===== src/rtl/line_rasterizer_defines.svh =====
// Assertion macros for the line rasterizer.
`ifndef LINE_RASTERIZER_DEFINES_SVH
`define LINE_RASTERIZER_DEFINES_SVH

`ifndef ASSERT_OFF

// Same-cycle implication, disabled during reset.
`define LRAS_ASSERT_NOW(label, clk, rst_n, cond, prop) \
    label: assert property (@(posedge clk) disable iff (!rst_n) (cond) |-> (prop)) \
        else $error("line_rasterizer assertion failed");

// Next-cycle implication, disabled during reset.
`define LRAS_ASSERT_NEXT(label, clk, rst_n, cond, prop) \
    label: assert property (@(posedge clk) disable iff (!rst_n) (cond) |=> (prop)) \
        else $error("line_rasterizer assertion failed");

`else

`define LRAS_ASSERT_NOW(label, clk, rst_n, cond, prop)
`define LRAS_ASSERT_NEXT(label, clk, rst_n, cond, prop)

`endif

`endif


===== src/rtl/lras_pkg.sv =====
// Shared types, widths and helpers for the line rasterizer.
`default_nettype none

package lras_pkg;

    localparam int SCREEN_WIDTH  = 640;
    localparam int SCREEN_HEIGHT = 440;

    localparam int X_W     = 10;
    localparam int Y_W     = 9;
    localparam int ERR_W   = 11;
    localparam int COLOR_W = 8;
    localparam int ADDR_W  = 32;
    localparam int CFG_IDX_W  = 1;
    localparam int CFG_DATA_W = 32;

    // Offset of the top row when rows are stored bottom first.
    localparam logic [ADDR_W-1:0] ROW_LAST_OFF =
        ADDR_W'(SCREEN_WIDTH * (SCREEN_HEIGHT - 1));

    typedef enum logic [CFG_IDX_W-1:0] {
        CFG_TOP_DOWN   = 1'b0,
        CFG_FRAME_BASE = 1'b1
    } cfg_index_t;

    typedef enum logic {
        REQ_START = 1'b0,
        REQ_TICK  = 1'b1
    } req_type_t;

    typedef enum logic [1:0] {
        STEP_NONE = 2'd0,
        STEP_UP   = 2'd1,
        STEP_DOWN = 2'd3
    } step_t;

    typedef struct packed {
        logic               req_type;
        logic [X_W-1:0]     start_x;
        logic [Y_W-1:0]     start_y;
        logic [X_W-1:0]     end_x;
        logic [Y_W-1:0]     end_y;
        logic [COLOR_W-1:0] pen_color;
    } in_word_t;

    typedef struct packed {
        logic [X_W-1:0]     x;
        logic [Y_W-1:0]     y;
        logic [COLOR_W-1:0] color;
        logic               last;
    } pix_word_t;

    typedef struct packed {
        logic busy;
        logic emit;
    } core_stat_t;

    // Move a coordinate one place; a y coordinate passes zero-extended and
    // is truncated by the caller, which keeps the same wrap.
    function automatic logic [X_W-1:0] step_coord(logic [X_W-1:0] c, step_t s);
        logic [X_W-1:0] r;
        r = c;
        unique case (s)
            STEP_UP:   r = c + X_W'(1);
            STEP_DOWN: r = c - X_W'(1);
            default:   r = c;
        endcase
        return r;
    endfunction

    function automatic step_t dir_of(logic [X_W-1:0] from, logic [X_W-1:0] to);
        step_t d;
        if (to > from)
            d = STEP_UP;
        else if (to < from)
            d = STEP_DOWN;
        else
            d = STEP_NONE;
        return d;
    endfunction

endpackage

`default_nettype wire


===== src/rtl/lras_if.sv =====
// Request and pixel channel interfaces of the line rasterizer.
`default_nettype none

interface lras_req_if;
    logic                            valid;
    logic                            ready;
    logic                            req_type;
    logic [lras_pkg::X_W-1:0]        start_x;
    logic [lras_pkg::Y_W-1:0]        start_y;
    logic [lras_pkg::X_W-1:0]        end_x;
    logic [lras_pkg::Y_W-1:0]        end_y;
    logic [lras_pkg::COLOR_W-1:0]    pen_color;

    modport source (
        output valid, req_type, start_x, start_y, end_x, end_y, pen_color,
        input  ready
    );
    modport sink (
        input  valid, req_type, start_x, start_y, end_x, end_y, pen_color,
        output ready
    );
endinterface

interface lras_pix_if;
    logic                            valid;
    logic                            ready;
    logic [lras_pkg::X_W-1:0]        pixel_x;
    logic [lras_pkg::Y_W-1:0]        pixel_y;
    logic [lras_pkg::ADDR_W-1:0]     pixel_address;
    logic [lras_pkg::COLOR_W-1:0]    pixel_value;
    logic                            last_pixel;

    modport source (
        output valid, pixel_x, pixel_y, pixel_address, pixel_value, last_pixel,
        input  ready
    );
    modport sink (
        input  valid, pixel_x, pixel_y, pixel_address, pixel_value, last_pixel,
        output ready
    );
endinterface

`default_nettype wire


===== src/rtl/line_rasterizer.sv =====
// Top level of the line rasterizer: handshake, config registers, two stages.
`default_nettype none

// Line rasterizer. A start word latches two endpoints and a pen color and
// yields nothing; each tick word while a line is running yields one pixel
// word (column, row, framebuffer address, color, last flag) until the line's
// major delta plus one pixels are out. One word is taken every clock unless
// both registers are full and the sink stalls. The error step runs into a
// pixel register, and the address add runs into the output register. Ticks
// with no line running and config writes are absorbed with no output.
`include "line_rasterizer_defines.svh"

module line_rasterizer (
    input  wire logic                              clk,
    input  wire logic                              rst_n,
    lras_req_if.sink                               req,
    lras_pix_if.source                             pix,
    input  wire logic                              cfg_we,
    input  wire logic [lras_pkg::CFG_IDX_W-1:0]    cfg_index,
    input  wire logic [lras_pkg::CFG_DATA_W-1:0]   cfg_data
);

    logic                            top_down_reg;
    logic [lras_pkg::ADDR_W-1:0]     frame_base_reg;

    lras_pkg::in_word_t              in_word;
    lras_pkg::pix_word_t             core_pix;
    lras_pkg::core_stat_t            stat;
    logic                            accept;

    logic                            s1_valid_reg, s1_valid_next;
    lras_pkg::pix_word_t             s1_pix_reg;
    logic                            out_valid_reg, out_valid_next;
    lras_pkg::pix_word_t             out_pix_reg;
    logic [lras_pkg::ADDR_W-1:0]     out_addr_reg;
    logic [lras_pkg::ADDR_W-1:0]     addr;

    logic                            out_free;
    logic                            s1_move;

    always_comb
    begin
        in_word.req_type  = req.req_type;
        in_word.start_x   = req.start_x;
        in_word.start_y   = req.start_y;
        in_word.end_x     = req.end_x;
        in_word.end_y     = req.end_y;
        in_word.pen_color = req.pen_color;

        out_free  = !out_valid_reg || pix.ready;
        s1_move   = s1_valid_reg && out_free;
        req.ready = !s1_valid_reg || out_free;
        accept    = req.valid && req.ready;
    end

    always_comb
    begin
        s1_valid_next  = stat.emit ? 1'b1 : (s1_move ? 1'b0 : s1_valid_reg);
        out_valid_next = s1_move ? 1'b1 : (pix.ready ? 1'b0 : out_valid_reg);
    end

    lras_core u_core (
        .clk    (clk),
        .rst_n  (rst_n),
        .accept (accept),
        .req    (in_word),
        .pixel  (core_pix),
        .stat   (stat)
    );

    lras_addr u_addr (
        .pixel      (s1_pix_reg),
        .top_down   (top_down_reg),
        .frame_base (frame_base_reg),
        .address    (addr)
    );

    always_ff @(posedge clk or negedge rst_n)
    begin
        if (!rst_n)
        begin
            top_down_reg   <= 1'b1;
            frame_base_reg <= '0;
        end
        else if (cfg_we)
        begin
            unique case (lras_pkg::cfg_index_t'(cfg_index))
                lras_pkg::CFG_TOP_DOWN:   top_down_reg   <= cfg_data[0];
                lras_pkg::CFG_FRAME_BASE: frame_base_reg <= cfg_data[lras_pkg::ADDR_W-1:0];
                default: ;
            endcase
        end
    end

    always_ff @(posedge clk or negedge rst_n)
    begin
        if (!rst_n)
        begin
            s1_valid_reg  <= 1'b0;
            out_valid_reg <= 1'b0;
        end
        else
        begin
            s1_valid_reg  <= s1_valid_next;
            out_valid_reg <= out_valid_next;
        end
    end

    // Payload registers: load on advance, hold otherwise.
    always_ff @(posedge clk)
    begin
        if (stat.emit)
            s1_pix_reg <= core_pix;
        if (s1_move)
        begin
            out_pix_reg  <= s1_pix_reg;
            out_addr_reg <= addr;
        end
    end

    assign pix.valid         = out_valid_reg;
    assign pix.pixel_x       = out_pix_reg.x;
    assign pix.pixel_y       = out_pix_reg.y;
    assign pix.pixel_address = out_addr_reg;
    assign pix.pixel_value   = out_pix_reg.color;
    assign pix.last_pixel    = out_pix_reg.last;

    `LRAS_ASSERT_NEXT(a_last_ends_run, clk, rst_n, stat.emit && core_pix.last, !stat.busy)
    `LRAS_ASSERT_NOW(a_stall_only_full, clk, rst_n, !req.ready, s1_valid_reg && out_valid_reg)
    `LRAS_ASSERT_NOW(a_emit_needs_room, clk, rst_n, stat.emit, stat.busy && req.ready)

endmodule

`default_nettype wire


===== src/rtl/lras_core.sv =====
// Line state and per-tick error step of the line rasterizer.
`default_nettype none

module lras_core (
    input  wire logic                   clk,
    input  wire logic                   rst_n,
    input  wire logic                   accept,
    input  wire lras_pkg::in_word_t     req,
    output lras_pkg::pix_word_t         pixel,
    output lras_pkg::core_stat_t        stat
);

    logic                          busy_reg, busy_next;
    logic [lras_pkg::X_W-1:0]      cur_x_reg, cur_x_next;
    logic [lras_pkg::Y_W-1:0]      cur_y_reg, cur_y_next;
    logic [lras_pkg::ERR_W-1:0]    err_reg, err_next;
    logic [lras_pkg::X_W-1:0]      major_reg, major_next;
    logic [lras_pkg::X_W-1:0]      minor_reg, minor_next;
    logic [lras_pkg::X_W-1:0]      left_reg, left_next;
    lras_pkg::step_t               step_x_reg, step_x_next;
    lras_pkg::step_t               step_y_reg, step_y_next;
    logic                          x_major_reg, x_major_next;
    logic [lras_pkg::COLOR_W-1:0]  color_reg, color_next;

    logic [lras_pkg::X_W-1:0]      dx;
    logic [lras_pkg::Y_W-1:0]      dy;
    logic [lras_pkg::ERR_W-1:0]    err_add;
    logic                          minor_step;
    logic [lras_pkg::X_W-1:0]      px;
    logic [lras_pkg::Y_W-1:0]      py;
    logic                          last;
    logic                          emit;

    always_comb
    begin
        dx = (req.end_x >= req.start_x) ? req.end_x - req.start_x
                                        : req.start_x - req.end_x;
        dy = (req.end_y >= req.start_y) ? req.end_y - req.start_y
                                        : req.start_y - req.end_y;

        // Error step: grow by minor delta, pull back by major when it passes.
        err_add    = err_reg + lras_pkg::ERR_W'(minor_reg);
        minor_step = err_add > lras_pkg::ERR_W'(major_reg);

        px = cur_x_reg;
        py = cur_y_reg;
        if (minor_step)
        begin
            if (x_major_reg)
                py = lras_pkg::Y_W'(lras_pkg::step_coord(
                         lras_pkg::X_W'(cur_y_reg), step_y_reg));
            else
                px = lras_pkg::step_coord(cur_x_reg, step_x_reg);
        end
        last = (left_reg == '0);
        emit = accept && (req.req_type == lras_pkg::REQ_TICK) && busy_reg;

        busy_next    = busy_reg;
        cur_x_next   = cur_x_reg;
        cur_y_next   = cur_y_reg;
        err_next     = err_reg;
        major_next   = major_reg;
        minor_next   = minor_reg;
        left_next    = left_reg;
        step_x_next  = step_x_reg;
        step_y_next  = step_y_reg;
        x_major_next = x_major_reg;
        color_next   = color_reg;

        if (accept && req.req_type == lras_pkg::REQ_START)
        begin
            cur_x_next   = req.start_x;
            cur_y_next   = req.start_y;
            step_x_next  = lras_pkg::dir_of(req.start_x, req.end_x);
            step_y_next  = lras_pkg::dir_of(lras_pkg::X_W'(req.start_y),
                                            lras_pkg::X_W'(req.end_y));
            color_next   = req.pen_color;
            err_next     = '0;
            x_major_next = lras_pkg::X_W'(dy) <= dx;
            major_next   = x_major_next ? dx : lras_pkg::X_W'(dy);
            minor_next   = x_major_next ? lras_pkg::X_W'(dy) : dx;
            left_next    = major_next;
            busy_next    = 1'b1;
        end
        else if (emit)
        begin
            err_next = minor_step ? err_add - lras_pkg::ERR_W'(major_reg) : err_add;
            // Advance the major coordinate after the plot.
            if (x_major_reg)
            begin
                cur_x_next = lras_pkg::step_coord(px, step_x_reg);
                cur_y_next = py;
            end
            else
            begin
                cur_x_next = px;
                cur_y_next = lras_pkg::Y_W'(lras_pkg::step_coord(
                                 lras_pkg::X_W'(py), step_y_reg));
            end
            if (last)
                busy_next = 1'b0;
            else
                left_next = left_reg - lras_pkg::X_W'(1);
        end

        pixel.x     = px;
        pixel.y     = py;
        pixel.color = color_reg;
        pixel.last  = last;
        stat.busy   = busy_reg;
        stat.emit   = emit;
    end

    always_ff @(posedge clk or negedge rst_n)
    begin
        if (!rst_n)
        begin
            busy_reg    <= 1'b0;
            cur_x_reg   <= '0;
            cur_y_reg   <= '0;
            err_reg     <= '0;
            major_reg   <= '0;
            minor_reg   <= '0;
            left_reg    <= '0;
            step_x_reg  <= lras_pkg::STEP_NONE;
            step_y_reg  <= lras_pkg::STEP_NONE;
            x_major_reg <= 1'b0;
            color_reg   <= '0;
        end
        else
        begin
            busy_reg    <= busy_next;
            cur_x_reg   <= cur_x_next;
            cur_y_reg   <= cur_y_next;
            err_reg     <= err_next;
            major_reg   <= major_next;
            minor_reg   <= minor_next;
            left_reg    <= left_next;
            step_x_reg  <= step_x_next;
            step_y_reg  <= step_y_next;
            x_major_reg <= x_major_next;
            color_reg   <= color_next;
        end
    end

endmodule

`default_nettype wire


===== src/rtl/lras_addr.sv =====
// Framebuffer address of a pixel in either row order.
`default_nettype none

module lras_addr (
    input  wire lras_pkg::pix_word_t            pixel,
    input  wire logic                           top_down,
    input  wire logic [lras_pkg::ADDR_W-1:0]    frame_base,
    output logic [lras_pkg::ADDR_W-1:0]         address
);

    logic [lras_pkg::ADDR_W-1:0] row;
    logic [lras_pkg::ADDR_W-1:0] off;

    always_comb
    begin
        row = lras_pkg::ADDR_W'(pixel.y) * lras_pkg::ADDR_W'(lras_pkg::SCREEN_WIDTH);
        off = top_down ? row : lras_pkg::ROW_LAST_OFF - row;
        address = frame_base + off + lras_pkg::ADDR_W'(pixel.x);
    end

endmodule

`default_nettype wire


===== src/flat_wrapper.sv =====
// flat-port wrapper written by rule: the top's interface ports become plain ports
module line_rasterizer_flat 
  (clk, rst_n, cfg_we, cfg_index, cfg_data, req_valid, req_req_type, req_start_x, req_start_y, req_end_x, req_end_y, req_pen_color, req_ready, pix_valid, pix_pixel_x, pix_pixel_y, pix_pixel_address, pix_pixel_value, pix_last_pixel, pix_ready);
  lras_req_if req_i ();
  lras_pix_if pix_i ();
  input  wire logic clk;
  input  wire logic rst_n;
  input  wire logic cfg_we;
  input  wire logic [lras_pkg::CFG_IDX_W-1:0] cfg_index;
  input  wire logic [lras_pkg::CFG_DATA_W-1:0] cfg_data;
  input wire logic [$bits(req_i.valid)-1:0] req_valid;
  input wire logic [$bits(req_i.req_type)-1:0] req_req_type;
  input wire logic [$bits(req_i.start_x)-1:0] req_start_x;
  input wire logic [$bits(req_i.start_y)-1:0] req_start_y;
  input wire logic [$bits(req_i.end_x)-1:0] req_end_x;
  input wire logic [$bits(req_i.end_y)-1:0] req_end_y;
  input wire logic [$bits(req_i.pen_color)-1:0] req_pen_color;
  output wire logic [$bits(req_i.ready)-1:0] req_ready;
  output wire logic [$bits(pix_i.valid)-1:0] pix_valid;
  output wire logic [$bits(pix_i.pixel_x)-1:0] pix_pixel_x;
  output wire logic [$bits(pix_i.pixel_y)-1:0] pix_pixel_y;
  output wire logic [$bits(pix_i.pixel_address)-1:0] pix_pixel_address;
  output wire logic [$bits(pix_i.pixel_value)-1:0] pix_pixel_value;
  output wire logic [$bits(pix_i.last_pixel)-1:0] pix_last_pixel;
  input wire logic [$bits(pix_i.ready)-1:0] pix_ready;
  assign req_i.valid = req_valid;
  assign req_i.req_type = req_req_type;
  assign req_i.start_x = req_start_x;
  assign req_i.start_y = req_start_y;
  assign req_i.end_x = req_end_x;
  assign req_i.end_y = req_end_y;
  assign req_i.pen_color = req_pen_color;
  assign req_ready = req_i.ready;
  assign pix_valid = pix_i.valid;
  assign pix_pixel_x = pix_i.pixel_x;
  assign pix_pixel_y = pix_i.pixel_y;
  assign pix_pixel_address = pix_i.pixel_address;
  assign pix_pixel_value = pix_i.pixel_value;
  assign pix_last_pixel = pix_i.last_pixel;
  assign pix_i.ready = pix_ready;
  line_rasterizer u_core (.clk(clk), .rst_n(rst_n), .req(req_i), .pix(pix_i), .cfg_we(cfg_we), .cfg_index(cfg_index), .cfg_data(cfg_data));
endmodule

===== config.mk =====
export PLATFORM = sky130hd
export DESIGN_NAME = line_rasterizer_flat
export DESIGN_NICKNAME = d
export VERILOG_FILES = /design/src/rtl/lras_pkg.sv /design/src/rtl/lras_if.sv /design/src/rtl/line_rasterizer.sv /design/src/rtl/lras_core.sv /design/src/rtl/lras_addr.sv /design/src/flat_wrapper.sv
export VERILOG_INCLUDE_DIRS = /design/src /design/src/rtl
export SDC_FILE = /design/constraint.sdc
export NUM_CORES = 1
export LEC_CHECK = 0
export BUFFER_PORTS_ARGS = -buffer_cell sky130_fd_sc_hd__buf_2
export CAP_MARGIN = 5
export CORE_ASPECT_RATIO = 0.75
export CORE_MARGIN = 5
export CORE_UTILIZATION = 35
export DETAILED_ROUTE_END_ITERATION = 7
export GPL_TIMING_DRIVEN = 0
export PLACE_DENSITY = 0.6
export SETUP_SLACK_MARGIN = 0.4
export SYNTH_ARGS = -nofsm -noshare
export SYNTH_HDL_FRONTEND = slang
export SYNTH_SLANG_ARGS = --single-unit

===== constraint.sdc =====
create_clock -name clk -period 10.6 [get_ports clk]
set_input_delay 0.53 -clock clk [delete_from_list [all_inputs] [get_ports clk]]
set_output_delay 0.53 -clock clk [all_outputs]
set_load 0.05 [all_outputs]

# Yosys cells after proc, flatten, opt, wreduce, memory -nomap -nowiden
# Cells that the tools add are included.
totals:
  ff_bits: 197
  input_bits: 85
  out_inout_bits: 62
  wordCells: 112
classes:
  addsub: 18
  multipliers: 1
  n_lt_le_gt_ge: 8
  n_eq_ne: 5
  muxes: 36
  bitwise: 2
  n_reduce_logical: 18
ops:
  columns: ["op", "count"]
  rows:
  - ["$mux W10", 11]
  - ["$mux W9", 6]
  - ["$pmux W10 S2", 2]
  - ["$pmux W9 S2", 2]
  - ["$mux W11", 3]
  - ["$add A32 B10 Y32", 1]
  - ["$add A32 B32 Y32", 1]
  - ["$mux W32", 1]
  - ["$sub A10 B1 Y10 const B", 3]
  - ["$add A10 B1 Y10 const B", 2]
  - ["$sub A10 B10 Y10", 2]
  - ["$sub A19 B19 Y20 const A", 1]
  - ["$add A9 B1 Y9 const B", 2]
  - ["$sub A9 B1 Y9 const B", 2]
  - ["$sub A9 B9 Y9", 2]
  - ["$mul A9 B3 Y12 const B", 1]
  - ["$add A11 B10 Y11", 1]
  - ["$gt A11 B10 Y1", 1]
  - ["$sub A11 B10 Y11", 1]
  - ["$ge A10 B10 Y1", 1]
  - ["$gt A10 B10 Y1", 1]
  - ["$le A9 B10 Y1", 1]
  - ["$logic_not A10 Y1", 1]
  - ["$lt A10 B10 Y1", 1]
  - ["other kinds (14)", 38]

# Longest topological paths before layout
logic_depth:
  depth_word: 9
  mapped_depth: 32
  mapped_depth_nobuf: 31

# Cells and area by module
# From an unflattened synthesis, not the netlist that was laid out.
hier_totals:
  hier_cells: 1445
  hier_area_um2: 14336.2
modules_own_cells:
  columns: ["module", "instances", "cells_per_inst", "area_each_um2", "seq_area_each_um2"]
  rows:
  - ["lras_core", 1, 950, 7689.9, 1851.8]
  - ["line_rasterizer", 1, 167, 4120.2, 3519.6]
  - ["lras_addr", 1, 328, 2526.2, 0.0]

# Least setup slack after synthesis
# Ideal clock, no wire load.
synth_path:
  path_kind: "reg-to-reg"
  from: "register u_core.u_core.err_reg[0] in the netlist's numbering"
  to: "register u_core.u_core.cur_y_reg[8] in the netlist's numbering"
  setup_ps: 126
  arrival_time_ps: 5621
  required_ps: 10474
  setup_slack_ps: 4853
  path_stages_with_launch: 25
  path_buffers: 1
  period_less_slack_ps: 5747
  cell_sequence: "dfrtp_1 ha_1 fa_1 a211oi_1 nor2_1 o32a_1 xor2_1 ha_1 and4_1 a41o_1 o21bai_1 a21oi_1 buf_2 mux2_2 fa_1 a21o_1 a21oi_1 o21bai_1 a21oi_1 o21bai_1 a21oi_1 xnor2_1 nand2_1 a31o_2 a221o_1"
synth_lines:
  columns: ["element", "line_no", "text"]
  rows:
  - ["from (decl)", "lras_core.sv:16", "logic [lras_pkg::ERR_W-1:0] err_reg, err_next;"]
  - ["from (signal assigned)", "lras_core.sv:135", "err_reg <= err_next;"]
  - ["to (signal assigned)", "lras_core.sv:134", "cur_y_reg <= cur_y_next;"]
  - ["to (decl)", "lras_core.sv:15", "logic [lras_pkg::Y_W-1:0] cur_y_reg, cur_y_next;"]

==> impl_metrics.yaml <==
cells_and_area:
  area.sequential_um2: 5370
  final_core_utilization: 0.407
  layout-drive-gt1-share: 0.161
  area_growth_pct: 15.0
  multiInputGateArea_um2: 8060
  finalNetCount: 1843
  num-fill-cells: 3843
  final_area_um2: 16100
synth:
  postSynth.topFlopCell: "sky130_fd_sc_hd__dfrtp_1"
  synth_top_area_share: 0.193
  synth_edf_count: 88
  postSynth.asyncResetShare: 0.553
  post_synth_most_frequent_cells: "sky130_fd_sc_hd__ha_1 (169), sky130_fd_sc_hd__nand2_1 (117), sky130_fd_sc_hd__inv_1 (112)"
  synthDistinctLibCells: 73
  synth_area_per_cell_um2: 9.96
  syn-instance-count: 1404
  leading_cell_types_by_total_area_after_synthesis: "sky130_fd_sc_hd__dfrtp_1 (19%), sky130_fd_sc_hd__edfxtp_1 (19%), sky130_fd_sc_hd__ha_1 (15%)"
  synth.yosys.warnings: 0
  yosysSeqAreaShare: 0.384
  netlist.top_cell.by_area: "sky130_fd_sc_hd__dfrtp_1"
  synthesis.area_um2: 14000
  mappedNetlistNets: 1673
  synth.most_common_cell: "sky130_fd_sc_hd__ha_1"
  yosys_register_bits: 197
placed_design:
  portBuffers: 146
  dpl_cell_area_um2: 15500
  dp.final_hpwl_um: 29900
  finalWeightedCongestion: 0.910
  dpl_worst_slack_ps: 4020
clock_network:
  clock_tree.htree_level_count: 4
  post_cts.resized_instances: 0
  clkSinkCount: 197
  cts-hold-fix-buffers: 1
  tritoncts: "yes"
  cts_buffers: 17
  clock_latency_ps: 460
  cts_post_setup_buffers_inserted: 0
  clkSlewWorstSetupHoldPaths_ps: 80
  cts.path.max_buffers: 2
  root_buffer: "sky130_fd_sc_hd__clkbuf_16"
die:
  start_util: 0.354
  floorplan.die_area_um2: 44100
  floorplan_die_height_um: 183
  die_width_um: 241
  boundaryPins: 147
  placementRows: 63
  coreArea_um2: 39500
global_route:
  grt_pass1_wl_um: 60500
  globalRoute.totalOverflow: 0
  maximum_number_of_pins_on_one_net_before_global_route_repair: 76
  vias_in_the_first_global_route: 11000
  antenna_found_initial: 2
  grt_usage: 0.173
route:
  antenna_left: 0
  routed_wl_um: 38200
  wl_per_cell_um: 18.1
  via_count: 11000
  initialDrtViolationCount: 842
  dr.pass1.iters: 7
  drcViolationCount: 0
  via_per_inst: 5.23
pwr:
  seq_power_share: 0.213
  cellInternalPower_mw: 3.24
  p_sw_mw: 2.85
  comb_pwr_share: 0.675
  vdd.ir_drop.worst_uv: 235
  power_density_nw_per_um2: 379
  netSwitchingFraction: 0.468
  clkPwrFrac: 0.112
  static-leakage-power_nw: 7.51
sta:
  fin_hold_ws_ps: 275
  setup_ws_ps: 3800
  grt_setup_unrepaired: "no"
  setup_violations: 0
  clock_skew_ps: 15.9
  period_needed_ps: 6800
  max-slew-margin-rel: 0.416
  max_slew.worst_pin.slew_ps: 876
  achievable-frequency_ghz: 0.147
  finalSetupTns_ps: 0
  fin_crit_sh: 0.641
  final-max-slew-violation-count: 0
  timing_hold_violations_final: 0
worst_setup_path:
  timing.critical_path.max_delay_family: "compound AO/OA/AOI/OAI gates"
  timing.setup.critical_path_class: "reg2reg"
  worst-path-max-fanout: 10
  rrSetupSlack_ps: 3800
  worst-endpoint-arrival_ps: 7110
  setup_crit_start_kind: "flip-flop"
  worst_r2r_path_depth: 32
  worstReg2RegStart: "u_core.u_core.err_reg[1]"
  cp_num_buf_inv: 1
  end_kind: "flip-flop"
  cp.required_ps: 10920
  critPathSlowestCell: "sky130_fd_sc_hd__a21boi_0"
  critical-path-top-cell-by-count: "sky130_fd_sc_hd__a21oi_1"
  rr_endpoint: "u_core.u_core.cur_x_reg[8]"
  critical-path-max-stage-delay_ps: 510
worst_hold_path:
  hp-start: "req_pen_color[1]"
  min-delay-path-class: "in2reg"
  worst_hold_path.num_cells: 3
  worst_hold_path.endpoint: "u_core.u_core.color_reg[1]"
run:
  timing.max_cap.violations: 0
outcome:
  outcome: "finished clean"
-- power by group through the flow --
stage | Clock [mW] | Sequential (mW) | Combinational, mW
2_1_floorplan | 0 | 1.48 | 3.02
3_3_place_gp | 0 | 1.31 | 3.96
3_5_place_dp | 0 | 1.31 | 4.04
4_1_cts | 0.700 | 1.30 | 4.09
5_1_grt | 0.729 | 1.32 | 4.63
6_report | 0.680 | 1.30 | 4.12
-- tightest hold or removal path, stage by stage --
cell	delay (ps)
sky130_fd_sc_hd__buf_2	80
sky130_fd_sc_hd__nand2_1	40
sky130_fd_sc_hd__nand2_1	50
-- cells by family after synthesis --
logic type                 Yosys count  share of synthesized area
xor gates and xnor gates           112                     0.0701
adders and majority gates          184                      0.173
DFF                                197                      0.384
AOI/OAI and AO/OA                  362                      0.168
muxes                               72                     0.0560
and+or+nand+nor                    331                      0.109
buffers and inverters              146                     0.0403
-- cells in the final DEF (no fill, tap or decap), drive strengths merged, types with 16 or more instances in the layout --
cell,count
a21o,42
a21oi,99
buf,164
clkbuf,38
dfrtp,108
edfxtp,88
ha,169
inv,119
mux2,50
mux2i,22
nand2,117
nand2b,16
nand3,23
nor2,90
nor2b,19
nor3,25
o21ai,90
o21bai,19
xnor2,81
xor2,31
-- area by class of cell --
type / instances / share of cell area
well taps: 520 / 0.0405
diodes: 2 / 0.000311
clock buffers: 18 / 0.0267
clock inverters: 14 / 0.0103
flip-flops and latches: 197 / 0.334
multi-input cells: 1061 / 0.501
inverters: 112 / 0.0261
repair buffers: 151 / 0.0518
plain buffers: 34 / 0.00895
-- metal layers --
| metal | global-route usage | vias to the layer above | share of wire |
|---|---|---|---|
| li1 | - | 5363 | - |
| met1 | 0.266 | 5359 | 0.51 |
| met2 | 0.253 | 297 | 0.42 |
| met3 | 0.0290 | 21 | 0.057 |
| met4 | 0.0424 | 0 | 0.013 |
| met5 | 0 | - | 0 |
-- through the flow --
step	cells	total power, mW
final	2109	6.10
after global routing	2109	6.68
after CTS	2107	6.09
after detailed placement	2074	5.36
after global placement	2070	5.27
after floorplan	1404	4.50
-- worst max-delay path by stage --
stage / startpoint / depth (start not counted) / slack (ps) / end
3_3_place_gp: u_core.s1_pix_reg[10] / 24 / 3890 / u_core.pix.pixel_address[29]
4_1_cts: u_core.u_core.err_reg[1] / 32 / 3980 / u_core.u_core.cur_x_reg[8]
6_report: u_core.u_core.err_reg[1] / 32 / 3800 / u_core.u_core.cur_x_reg[8]
2_1_floorplan: u_core.u_core.err_reg[0] / 24 / 4850 / u_core.u_core.cur_y_reg[8]
3_5_place_dp: u_core.u_core.err_reg[1] / 32 / 4020 / u_core.u_core.cur_x_reg[8]
5_1_grt: u_core.u_core.err_reg[1] / 32 / 3290 / u_core.u_core.cur_x_reg[8]
No activity file was read; power rests on OpenSTA's default activity.
